`src/u2cp_pkg.sv`:
```
// Package for the UTF-8 to Windows-1250 decoder: payload types, constants
// and the code point to cp1250 mapping function. No dependencies.
package u2cp_pkg;

  localparam int QueueDepth = 4;

  localparam logic [7:0] ByteQuestion = 8'h3F;
  localparam logic [7:0] ByteCr = 8'h0D;
  localparam logic [7:0] ByteLf = 8'h0A;

  typedef struct packed {
    logic [7:0] in_byte;
    logic       string_last;
  } in_item_t;

  typedef struct packed {
    logic [7:0] out_byte;
    logic       byte_present;
    logic       string_end;
    logic       run_last;
  } out_item_t;

  // Work record from front to back: up to three results per input.
  typedef struct packed {
    logic       has_char;
    logic       char_is_lf;
    logic       char_map;
    logic [7:0] char_byte;
    logic [15:0] code;
    logic       has_q;
    logic       has_term;
  } work_t;

  function automatic logic [7:0] map_code(input logic [15:0] u);
    logic [7:0] r;
    r = ByteQuestion;
    if (u >= 16'h00A0 && u <= 16'h00FF) begin
      case (u[7:0])
        8'hA0, 8'hA4, 8'hA6, 8'hA7, 8'hA8, 8'hA9, 8'hAB, 8'hAC, 8'hAD, 8'hAE,
        8'hB0, 8'hB1, 8'hB4, 8'hB5, 8'hB6, 8'hB7, 8'hB8, 8'hBB,
        8'hC1, 8'hC2, 8'hC4, 8'hC7, 8'hC9, 8'hCB, 8'hCD, 8'hCE,
        8'hD3, 8'hD4, 8'hD6, 8'hD7, 8'hDA, 8'hDC, 8'hDD, 8'hDF,
        8'hE1, 8'hE2, 8'hE4, 8'hE7, 8'hE9, 8'hEB, 8'hED, 8'hEE,
        8'hF3, 8'hF4, 8'hF6, 8'hF7, 8'hFA, 8'hFC, 8'hFD: r = u[7:0];
        default: r = ByteQuestion;
      endcase
    end else begin
      case (u)
        16'h20AC: r = 8'h80; 16'h201A: r = 8'h82; 16'h201E: r = 8'h84;
        16'h2026: r = 8'h85; 16'h2020: r = 8'h86; 16'h2021: r = 8'h87;
        16'h2030: r = 8'h89; 16'h0160: r = 8'h8A; 16'h2039: r = 8'h8B;
        16'h015A: r = 8'h8C; 16'h0164: r = 8'h8D; 16'h017D: r = 8'h8E;
        16'h0179: r = 8'h8F; 16'h2018: r = 8'h91; 16'h2019: r = 8'h92;
        16'h201C: r = 8'h93; 16'h201D: r = 8'h94; 16'h2022: r = 8'h95;
        16'h2013: r = 8'h96; 16'h2014: r = 8'h97; 16'h2122: r = 8'h99;
        16'h0161: r = 8'h9A; 16'h203A: r = 8'h9B; 16'h015B: r = 8'h9C;
        16'h0165: r = 8'h9D; 16'h017E: r = 8'h9E; 16'h017A: r = 8'h9F;
        16'h02C7: r = 8'hA1; 16'h02D8: r = 8'hA2; 16'h0141: r = 8'hA3;
        16'h0104: r = 8'hA5; 16'h015E: r = 8'hAA; 16'h017B: r = 8'hAF;
        16'h02DB: r = 8'hB2; 16'h0142: r = 8'hB3; 16'h0105: r = 8'hB9;
        16'h015F: r = 8'hBA; 16'h013D: r = 8'hBC; 16'h02DD: r = 8'hBD;
        16'h013E: r = 8'hBE; 16'h017C: r = 8'hBF; 16'h0154: r = 8'hC0;
        16'h0102: r = 8'hC3; 16'h0139: r = 8'hC5; 16'h0106: r = 8'hC6;
        16'h010C: r = 8'hC8; 16'h0118: r = 8'hCA; 16'h011A: r = 8'hCC;
        16'h010E: r = 8'hCF; 16'h0110: r = 8'hD0; 16'h0143: r = 8'hD1;
        16'h0147: r = 8'hD2; 16'h0150: r = 8'hD5; 16'h0158: r = 8'hD8;
        16'h016E: r = 8'hD9; 16'h0170: r = 8'hDB; 16'h0162: r = 8'hDE;
        16'h0155: r = 8'hE0; 16'h0103: r = 8'hE3; 16'h013A: r = 8'hE5;
        16'h0107: r = 8'hE6; 16'h010D: r = 8'hE8; 16'h0119: r = 8'hEA;
        16'h011B: r = 8'hEC; 16'h010F: r = 8'hEF; 16'h0111: r = 8'hF0;
        16'h0144: r = 8'hF1; 16'h0148: r = 8'hF2; 16'h0151: r = 8'hF5;
        16'h0159: r = 8'hF8; 16'h016F: r = 8'hF9; 16'h0171: r = 8'hFB;
        16'h0163: r = 8'hFE; 16'h02D9: r = 8'hFF;
        default: r = ByteQuestion;
      endcase
    end
    return r;
  endfunction

endpackage

```
`src/utf8_to_cp1250_decoder.sv`:
```
// Top level of the UTF-8 to Windows-1250 decoder; joins front end, queue and
// back end. Depends on u2cp_pkg, u2cp_front, u2cp_queue and u2cp_back.
//
// The decoder takes one UTF-8 byte per transaction and gives Windows-1250 bytes,
// a line feed becoming CR LF and the last byte of a string adding a terminator.
// A byte is accepted in any cycle in which the internal queue of Depth work
// records has room, so bytes can follow back to back. A byte that yields results
// becomes one queue record; its first result is shown once the records ahead are
// popped. A record with n results holds the back end for n accepted pops, so
// output stalls or CR LF bursts fill the queue and then raise full.
module utf8_to_cp1250_decoder #(
  parameter int Depth = u2cp_pkg::QueueDepth
) (
  input  logic                clk,
  input  logic                rst,
  input  logic                push,
  output logic                full,
  input  u2cp_pkg::in_item_t  in_data,
  output logic                empty,
  input  logic                pop,
  output u2cp_pkg::out_item_t out_data
);
  import u2cp_pkg::*;
  work_t wr_data, rd_data;
  logic  wr_en, rd_en, q_full, q_empty;
  u2cp_front u_front (.clk, .rst, .push, .full, .in_data, .wr_en, .wr_data, .q_full);
  u2cp_queue #(.Depth(Depth)) u_queue (.clk, .rst, .wr_en, .wr_data, .q_full, .rd_en,
    .rd_data, .q_empty);
  u2cp_back u_back (.clk, .rst, .rd_data, .q_empty, .rd_en, .empty, .pop, .out_data);
endmodule

```
`src/u2cp_front.sv`:
```
// Front end: accepts UTF-8 bytes, tracks open sequences and builds work records.
// Depends on u2cp_pkg.
module u2cp_front (
  input  logic               clk,
  input  logic               rst,
  input  logic               push,
  output logic               full,
  input  u2cp_pkg::in_item_t in_data,
  output logic               wr_en,
  output u2cp_pkg::work_t    wr_data,
  input  logic               q_full
);
  import u2cp_pkg::*;

  logic [1:0]  bytes_pending, bytes_pending_next;
  logic [15:0] code_accum, code_accum_next;
  logic [7:0]  b;
  logic        accept;

  assign full = q_full;
  assign accept = push && !q_full;
  assign b = in_data.in_byte;

  always_comb begin
    bytes_pending_next = bytes_pending;
    code_accum_next = code_accum;
    wr_data = '0;
    if (bytes_pending != 2'd0) begin
      if (b[7:6] == 2'b10) begin
        code_accum_next = {code_accum[9:0], b[5:0]};
        bytes_pending_next = bytes_pending - 2'd1;
        if (bytes_pending == 2'd1) begin
          wr_data.has_char = 1'b1;
          wr_data.char_map = 1'b1;
          wr_data.code = code_accum_next;
          code_accum_next = '0;
        end
      end else begin
        wr_data.has_char = 1'b1;
        wr_data.char_byte = ByteQuestion;
        bytes_pending_next = 2'd0;
        code_accum_next = '0;
      end
    end else if (b == ByteLf) begin
      wr_data.has_char = 1'b1;
      wr_data.char_is_lf = 1'b1;
    end else if (!b[7]) begin
      wr_data.has_char = 1'b1;
      wr_data.char_byte = b;
    end else if (b[7:6] == 2'b10) begin
    end else if (b[7:5] == 3'b110) begin
      code_accum_next = {11'd0, b[4:0]};
      bytes_pending_next = 2'd1;
    end else if (b[7:4] == 4'b1110) begin
      code_accum_next = {12'd0, b[3:0]};
      bytes_pending_next = 2'd2;
    end else begin
      wr_data.has_char = 1'b1;
      wr_data.char_byte = ByteQuestion;
    end
    if (in_data.string_last) begin
      wr_data.has_term = 1'b1;
      if (bytes_pending_next != 2'd0) begin
        wr_data.has_q = 1'b1;
        bytes_pending_next = 2'd0;
        code_accum_next = '0;
      end
    end
  end

  assign wr_en = accept && (wr_data.has_char || wr_data.has_term);

  always_ff @(posedge clk) begin
    if (rst) begin
      bytes_pending <= 2'd0;
      code_accum <= '0;
    end else if (accept) begin
      bytes_pending <= bytes_pending_next;
      code_accum <= code_accum_next;
    end
  end

endmodule

```
`src/u2cp_queue.sv`:
```
// Short register queue between front and back end.
// Depends on u2cp_pkg.
module u2cp_queue #(
  parameter int Depth = u2cp_pkg::QueueDepth
) (
  input  logic            clk,
  input  logic            rst,
  input  logic            wr_en,
  input  u2cp_pkg::work_t wr_data,
  output logic            q_full,
  input  logic            rd_en,
  output u2cp_pkg::work_t rd_data,
  output logic            q_empty
);
  import u2cp_pkg::*;

  localparam int Aw = (Depth > 1) ? $clog2(Depth) : 1;

  work_t         mem [Depth];
  logic [Aw-1:0] wptr, rptr;
  logic [Aw:0]   count;

  assign q_full = (count == (Aw+1)'(Depth));
  assign q_empty = (count == '0);
  assign rd_data = mem[rptr];

  always_ff @(posedge clk) begin
    if (wr_en) mem[wptr] <= wr_data;
  end

  always_ff @(posedge clk) begin
    if (rst) begin
      wptr <= '0;
      rptr <= '0;
      count <= '0;
    end else begin
      if (wr_en) wptr <= (wptr == Aw'(Depth - 1)) ? '0 : wptr + 1'b1;
      if (rd_en) rptr <= (rptr == Aw'(Depth - 1)) ? '0 : rptr + 1'b1;
      count <= count + (Aw+1)'(wr_en) - (Aw+1)'(rd_en);
    end
  end

endmodule

```
`src/u2cp_back.sv`:
```
// Back end: maps code points and expands each work record into output items.
// Depends on u2cp_pkg.
module u2cp_back (
  input  logic                clk,
  input  logic                rst,
  input  u2cp_pkg::work_t     rd_data,
  input  logic                q_empty,
  output logic                rd_en,
  output logic                empty,
  input  logic                pop,
  output u2cp_pkg::out_item_t out_data
);
  import u2cp_pkg::*;

  localparam logic [1:0] PhChar = 2'd0;
  localparam logic [1:0] PhLf   = 2'd1;
  localparam logic [1:0] PhQ    = 2'd2;
  localparam logic [1:0] PhTerm = 2'd3;

  logic [1:0] phase, phase_next, first_ph;
  logic       more_lf, more_q, more_term, is_final, take;
  logic [7:0] ch;
  logic       started;
  logic [1:0] held;

  always_comb begin
    if (rd_data.has_char) first_ph = PhChar;
    else if (rd_data.has_q) first_ph = PhQ;
    else first_ph = PhTerm;
  end

  assign more_lf = rd_data.char_is_lf;
  assign more_q = rd_data.has_q;
  assign more_term = rd_data.has_term;

  assign phase = started ? held : first_ph;

  always_comb begin
    case (phase)
      PhChar: ch = rd_data.char_is_lf ? ByteCr :
                   (rd_data.char_map ? map_code(rd_data.code) : rd_data.char_byte);
      PhLf: ch = ByteLf;
      PhQ: ch = ByteQuestion;
      default: ch = 8'd0;
    endcase
  end

  always_comb begin
    case (phase)
      PhChar: is_final = !more_lf && !more_q && !more_term;
      PhLf: is_final = !more_q && !more_term;
      PhQ: is_final = !more_term;
      default: is_final = 1'b1;
    endcase
    case (phase)
      PhChar: phase_next = more_lf ? PhLf : (more_q ? PhQ : PhTerm);
      PhLf: phase_next = more_q ? PhQ : PhTerm;
      default: phase_next = PhTerm;
    endcase
  end

  assign empty = q_empty;
  assign take = pop && !q_empty;
  assign rd_en = take && is_final;

  assign out_data.out_byte = ch;
  assign out_data.byte_present = (phase != PhTerm);
  assign out_data.string_end = (phase == PhTerm);
  assign out_data.run_last = is_final;

  always_ff @(posedge clk) begin
    if (rst) begin
      started <= 1'b0;
      held <= PhChar;
    end else if (take) begin
      started <= !is_final;
      held <= phase_next;
    end
  end

endmodule

```
`config.mk`:
```
export PLATFORM = sky130hd
export DESIGN_NAME = utf8_to_cp1250_decoder
export DESIGN_NICKNAME = d
export VERILOG_FILES = /design/src/u2cp_pkg.sv /design/src/utf8_to_cp1250_decoder.sv /design/src/u2cp_front.sv /design/src/u2cp_queue.sv /design/src/u2cp_back.sv
export SDC_FILE = /design/constraint.sdc
export NUM_CORES = 1
export LEC_CHECK = 0
export BUFFER_PORTS_ARGS = -buffer_cell sky130_fd_sc_hd__buf_2
export CORE_MARGIN = 3
export CORE_UTILIZATION = 57
export DETAILED_ROUTE_END_ITERATION = 7
export GPL_ROUTABILITY_DRIVEN = 1
export GPL_TIMING_DRIVEN = 0
export PLACE_DENSITY = 0.75
export SLEW_MARGIN = 20
export SYNTH_ARGS = -nofsm -noshare
export SYNTH_HDL_FRONTEND = slang
export SYNTH_SLANG_ARGS = --single-unit
```
`constraint.sdc`:
```
create_clock -name clk -period 3.8 [get_ports clk]
set_input_delay 0.38 -clock clk [delete_from_list [all_inputs] [get_ports clk]]
set_output_delay 0.38 -clock clk [all_outputs]
set_load 0.01 [all_outputs]
```
* After elaboration in Yosys (flattened, before gate mapping)
Memories as Yosys holds them, arrays and structs flattened. A register that Yosys moved wholly into a read port is not among the register bits. Cells that the tools add are included. W data, S select, Z words.
Cells by class: reduce and logical (&&, ||, !) cells 20, $lt $le $gt $ge 2, $add $sub $neg 5, muxes and demuxes 61, equality and inequality tests 135
Operators with widths (number):
- $eq A16 B9 Y1 const B | 52
- $pmux W8 S74 | 1
- $eq A8 B8 Y1 const B | 49
- $eq A16 B14 Y1 const B | 17
- $mux W16 | 13
- $eq A16 B10 Y1 const B | 5
- $mux W8 | 9
- $reduce_or A49 Y1 | 1
- $mux W2 | 17
- $pmux W8 S3 | 1
- $ge A16 B8 Y1 const B | 1
- $le A16 B8 Y1 const B | 1
- $mux W1 | 16
- $mux W6 | 2
- $eq A2 B2 Y1 const B | 5
- $eq A8 B4 Y1 const B | 1
- $logic_and A1 B1 Y1 | 8
- $eq A3 B3 Y1 const B | 2
- $logic_not A1 Y1 | 6
- $add A2 B1 Y2 const B | 2
- $eq A2 B1 Y1 const B | 2
- $eq A4 B4 Y1 const B | 1
- $pmux W2 S2 | 1
- $reduce_bool A2 Y1 | 2
- 8 further kinds | 8
Word-level totals: output and inout bits 13, memories 1, input port bits 13, register bits 28, memory bits (writable) 116
Memories:
- u_queue.mem | depth 4, width 29, read ports 1, clocked after Yosys merged registers in 1, write ports 1, RTL line u2cp_queue.sv:19 | work_t mem [Depth];

* Longest topological paths before layout
depth in word-level cells 14, depth in mapped cells 18, depth with buffers taken out 15

* Hierarchy
Synthesis repeated with hierarchy kept, for this count alone.
Second synthesis, totals: cells, all modules 692, area, all modules 8229.1 µm²
Modules (own cells, without submodules):
- u2cp_queue | times used 1, cells an instance 194, seq. area each 3663.5 µm², area an instance 4647.0 µm²
- u2cp_back | times used 1, cells an instance 384, seq. area each 60.1 µm², area an instance 2626.3 µm²
- u2cp_front | times used 1, cells an instance 114, seq. area each 240.2 µm², area an instance 955.9 µm²

* Worst setup path before layout
OpenSTA, ideal clock, no wires.
path kind register to register, start register (tool-made name), end register u_queue.count[2], setup slack 0.161 ns, clock period less this slack 3.639 ns, stages on the path, launching flop included 19, arrival 3.512 ns, library setup time 0.128 ns, cell sequence dfxtp_1 buf_6 buf_12 buf_2 mux4_2 mux2i_1 inv_1 ha_1 nand2b_1 a21oi_1 nor2_1 o21a_1 nor2_1 ha_1 inv_1 ha_1 fa_1 xnor2_1 nor2_1
RTL lines:
- end signal: assignment | RTL line u2cp_queue.sv:39 | count <= count + (Aw+1)'(wr_en) - (Aw+1)'(rd_en);
- end: declaration | RTL line u2cp_queue.sv:21 | logic [Aw:0] count;

==> report_table.html <==
<table>
<tr><th>Metric</th><th>Value</th></tr>
<tr><th colspan="2">Setup path</th></tr>
<tr><td>Critical path's slowest cell</td><td>mux4_2</td></tr>
<tr><td>Ordered list of cells on the worst path</td><td>buf_6 -&gt; buf_12 -&gt; mux4_2 -&gt; buf_6 -&gt; buf_8 -&gt; clkbuf_2 -&gt; nor2_1 -&gt; o21a_1 -&gt; o31ai_1 -&gt; a221oi_4 -&gt; nand2_1 -&gt; a31oi_1 -&gt; a31oi_4 -&gt; buf_2</td></tr>
<tr><td>Max incr delay on CP</td><td>about 0.60 ns</td></tr>
<tr><td>Most used cell along the critical path</td><td>buf_6</td></tr>
<tr><td>Arrival time reported for the critical path endpoint</td><td>3.85 ns</td></tr>
<tr><td>Highest fanout seen on the critical path</td><td>6</td></tr>
<tr><td>Category of the worst setup path launch point</td><td>flip-flop</td></tr>
<tr><td>Critical path required time</td><td>3.42 ns</td></tr>
<tr><td>Worst reg2reg setup slack</td><td>-0.07 ns</td></tr>
<tr><td>Type of the worst setup path</td><td>flip-flop to output port</td></tr>
<tr><td>Capturing element type of the critical path</td><td>output port</td></tr>
<tr><th colspan="2">Placement</th></tr>
<tr><td>Post-DP HPWL</td><td>18.65 mm</td></tr>
<tr><td>I/O Buffers</td><td>24</td></tr>
<tr><td>Pre-CTS worst setup slack</td><td>-0.6358 ns</td></tr>
<tr><td>Final weighted congestion in routability-driven placement</td><td>around 1.1</td></tr>
<tr><th colspan="2">Cells and area</th></tr>
<tr><td>Count of inserted antenna diode cells</td><td>0</td></tr>
<tr><td>Share of layout cells above drive strength 1</td><td>0.3690</td></tr>
<tr><td>Filler Cell Count</td><td>around 800</td></tr>
<tr><td>Layout Area Growth over Synthesis</td><td>31.70%</td></tr>
<tr><td>End-of-flow core utilization</td><td>0.7700</td></tr>
<tr><td>Multi-input gate area in the final layout</td><td>~4700 um2</td></tr>
<tr><td>Net count of the finished layout</td><td>around 900</td></tr>
<tr><td>Sequential standard cell area</td><td>just under 4000 um2</td></tr>
<tr><th colspan="2">Detailed routing</th></tr>
<tr><td>Via count</td><td>roughly 8,000</td></tr>
<tr><td>Routed wire per std cell</td><td>between 20 and 30 um</td></tr>
<tr><td>DRT Wirelength</td><td>between 30 and 40 mm</td></tr>
<tr><td>Post-DRT Antenna Nets</td><td>0</td></tr>
<tr><td>DRC violation count after routing</td><td>0</td></tr>
<tr><td>Via density per instance</td><td>~7.4</td></tr>
<tr><td>Detailed-routing iteration count for the pre-antenna-repair pass</td><td>6</td></tr>
<tr><td>Number of DRC markers in iteration 0</td><td>about 1,400</td></tr>
<tr><th colspan="2">Power and ir drop</th></tr>
<tr><td>Peak ir drop on the vdd network</td><td>roughly 530 uV</td></tr>
<tr><td>Reported leakage power</td><td>~3.8 nW</td></tr>
<tr><td>Power per cell area</td><td>about 600 nW/um2</td></tr>
<tr><th colspan="2">Synthesis</th></tr>
<tr><td>Number of register bits inferred by synthesis</td><td>approximately 140</td></tr>
<tr><td>Dominant combinational cell family by area after synthesis</td><td>simple AND/OR/NAND/NOR gates</td></tr>
<tr><td>Share of synthesized area occupied by flip-flops and latches</td><td>0.4718</td></tr>
<tr><td>Average cell area after synthesis</td><td>approximately 11 um2</td></tr>
<tr><td>Number of flops mapped to enable cells by yosys</td><td>about 110</td></tr>
<tr><td>Synthesized Nets</td><td>around 800</td></tr>
<tr><td>Multiplexer share of the synthesized area</td><td>0.07833</td></tr>
<tr><td>Area share of xor/xnor cells in the synthesized design</td><td>0.006451</td></tr>
<tr><td>Cell count after synthesis</td><td>approximately 750</td></tr>
<tr><td>Basic-gate share of the synthesized area counting and, or, nand and nor cells</td><td>0.2014</td></tr>
<tr><td>Ys async rst share</td><td>0</td></tr>
<tr><td>Yosys warns</td><td>0</td></tr>
<tr><td>Synth Area in Compound Gates</td><td>0.1700</td></tr>
<tr><td>Adder and majority cell fraction of the synthesized area</td><td>0.02396</td></tr>
<tr><td>Library cells used by synthesis</td><td>91</td></tr>
<tr><td>Most common flop cell mapped by yosys</td><td>edfxtp_1</td></tr>
<tr><td>Area of the mapped netlist</td><td>a little over 8000 um2</td></tr>
<tr><th colspan="2">Clock tree</th></tr>
<tr><td>Clock transition at the register clock pins on the worst setup and hold paths after CTS</td><td>0.07 ns</td></tr>
<tr><td>Clock root buffer</td><td>clkbuf_16</td></tr>
<tr><td>Max H-tree Level</td><td>4</td></tr>
<tr><td>Clock insertion delay at the later pin of the skew report</td><td>0.42 ns</td></tr>
<tr><td>Buffers from clock root to sink, at most</td><td>2</td></tr>
<tr><td>CTS tree</td><td>done</td></tr>
<tr><td>Num CTS Buffers</td><td>17</td></tr>
<tr><td>Number of clock sinks</td><td>between 100 and 150</td></tr>
<tr><th colspan="2">GRT</th></tr>
<tr><td>Initial antenna violation count</td><td>0</td></tr>
<tr><td>Largest net degree at the start of global routing</td><td>29</td></tr>
<tr><td>Global router's overall resource usage</td><td>0.3783</td></tr>
<tr><td>Global-route wire length before repair</td><td>around 46 mm</td></tr>
<tr><td>Vias in the first global route</td><td>~7,800</td></tr>
<tr><td>Residual overflow from global routing</td><td>0</td></tr>
<tr><th colspan="2">Timing</th></tr>
<tr><td>Final setup violation count</td><td>11</td></tr>
<tr><td>Minimum setup slack in the final design</td><td>-0.4323 ns</td></tr>
<tr><td>Maximum clock skew at final layout</td><td>0.007182 ns</td></tr>
<tr><td>Worst-case hold slack</td><td>0.2208 ns</td></tr>
<tr><td>Final Hold Viols</td><td>0</td></tr>
<tr><td>Setup repair after global routing missed its margin</td><td>yes</td></tr>
<tr><td>Worst-case headroom to the max-slew limit</td><td>0.4311</td></tr>
<tr><td>Final critical-path required period</td><td>approximately 4.2 ns</td></tr>
<tr><td>Slew Limit Fails</td><td>0</td></tr>
<tr><td>Worst-margin pin slew</td><td>~0.85 ns</td></tr>
<tr><td>Maximum operating frequency</td><td>about 240 MHz</td></tr>
<tr><td>Post-route clock period utilization</td><td>1.114</td></tr>
<tr><th colspan="2">Floorplanning</th></tr>
<tr><td>Vertical die dimension</td><td>125.6 um</td></tr>
<tr><td>Overall die area</td><td>~16,000 um2</td></tr>
<tr><td>Die outline width</td><td>~130 um</td></tr>
<tr><td>Effective utilization at floorplan</td><td>0.5846</td></tr>
<tr><td>Core footprint</td><td>13,930 um2</td></tr>
<tr><td>Std-Cell Rows</td><td>43</td></tr>
<tr><td># IOs</td><td>26</td></tr>
<tr><th colspan="2">Run</th></tr>
<tr><td>Max cap viols</td><td>0</td></tr>
<tr><th colspan="2">Hold path</th></tr>
<tr><td>Hold Crit Class</td><td>input port to flip-flop</td></tr>
<tr><th colspan="2">Run status</th></tr>
<tr><td>Status</td><td>finished, violations left</td></tr>
<tr><td>Violations in the final reports</td><td>negative setup slack</td></tr>
</table>
-- Yosys cell counts, drive strengths merged, types with 6 or more instances --
master / number / area [um2]
a21oi: 50 / 250.2
a31oi: 17 / 106.4
and2: 24 / 150.1
and3: 7 / 43.79
buf: 34 / 245.2
clkbuf: 14 / 52.55
dfxtp: 24 / 480.5
edfxtp: 112 / 3363
ha: 14 / 175.2
inv: 23 / 86.33
mux2i: 12 / 120.1
mux4: 22 / 495.5
nand2: 47 / 176.4
nand2b: 13 / 81.33
nand3: 26 / 130.1
nor2: 55 / 206.5
nor2b: 17 / 106.4
nor3: 28 / 140.1
nor3b: 7 / 52.55
nor4: 17 / 112.6
nor4b: 6 / 58.80
o211ai: 11 / 87.58
o21a: 7 / 52.55
o21ai: 35 / 178.9
-- repair_timing --
item                       CTS  global route
gates cloned                 1             0
pin swaps                   36            23
setup endpoints to repair   12            11
resized for setup          155            45
hold buffers                 0             0
buffers inserted            69            16
-- area by class of cell --
type | count | area share
Buffer | 47 | 0.03638
Clock buffer | 17 | 0.03965
Clock inverter | 15 | 0.01259
Inverter | 25 | 0.009679
Multi-Input combinational cell | 543 | 0.4370
Sequential cell | 136 | 0.3585
Tap cell | 180 | 0.02099
Timing Repair Buffer | 114 | 0.08525
-- cells in the final DEF, fill, tap and decap left out, types with 5 or more instances in the layout --
master     synthesis  final
a21oi_2            0      6
nor3_2             0      5
nor4_4             0      5
ha_1              14     11
mux2i_1           12     10
o21a_1             7      6
nor2b_1           17      9
nor2_1            55     51
and2_2             0      5
nand2b_1          13     12
dfxtp_1           24     22
edfxtp_1         112    112
nand2_1           47     44
mux4_2            22     22
buf_8              0      6
o21ai_0           32     27
clkbuf_16          0     17
buf_4              3     76
clkbuf_1          14     10
o21ai_1            2      6
a31oi_1           17     11
a21oi_1           50     44
nor3_1            28     22
o211ai_1          10     10
a21o_1             5      5
buf_2             18     34
nor3b_1            7      5
and3_1             7      6
buf_6              9     22
nand3_1           26     23
inv_8              0      6
nor4_1            16      8
nor2b_4            0      5
and2_1            24     18
inv_1             23     17
-- logic make-up after synthesis --
| kind of cell | Yosys count |
|---|---|
| simple gates | 289 |
| compound gates | 197 |
| flops | 136 |
| buf+inv | 73 |
| mux | 36 |
| fa+ha+maj | 15 |
| xor+xnor | 6 |
-- where the power goes --
group	switching [mW]	internal, mW
Sequential	0.0677	1.74
Combinational	1.79	1.27
Clock	0.722	0.866
-- layer usage --
layer | global-route usage | wire length (um) | vias to the layer above
li1 | - | - | 3213
met1 | 0.4873 | 11070 | 3801
met2 | 0.5872 | 14200 | 782
met3 | 0.09398 | 3974 | 209
met4 | 0.2111 | 2159 | 0
met5 | 0 | 0 | -
-- worst max-delay path, delay by kind of cell (launching register included) --
kind / cells / cell delay [ns]
multiplexers: 1 / 0.60
AND/OR/NAND/NOR: 2 / 0.42
AO/OA/AOI/OAI: 5 / 1.15
buffers and inverters: 6 / 0.90
flip-flops: 1 / 0.36
-- worst paths after layout --
kind	startpoint	cells past startpoint	to
hold / removal	rst	2	u_queue.count[1]
setup / recovery	flip-flop	14	out_data[6]
hold reg to reg	u_front.code_accum[1]	2	u_front.code_accum[1]
setup reg to reg	flip-flop	18	u_queue.count[1]
-- sequential cells by signal, summed over array words and instances (netlist names), named ones only --
register	count
u_queue.rptr	2
u_front.bytes_pending	2
u_queue.mem	112
u_queue.wptr	2
u_back.started	1
u_front.code_accum	10
u_back.held	2
u_queue.count	3
-- metrics by stage --
step	TNS [ns]	power (mW)	std cells	cell area [um2]
floorplan	0	3.220	752	8147
global placement	-5.780	3.809	956	8492
detailed placement	-3.209	3.869	960	8596
CTS	-1.827	6.052	1061	10410
global route	-3.974	6.649	1077	10730
finish	-2.944	6.457	1077	10730
(Power assumes the default switching activity.)
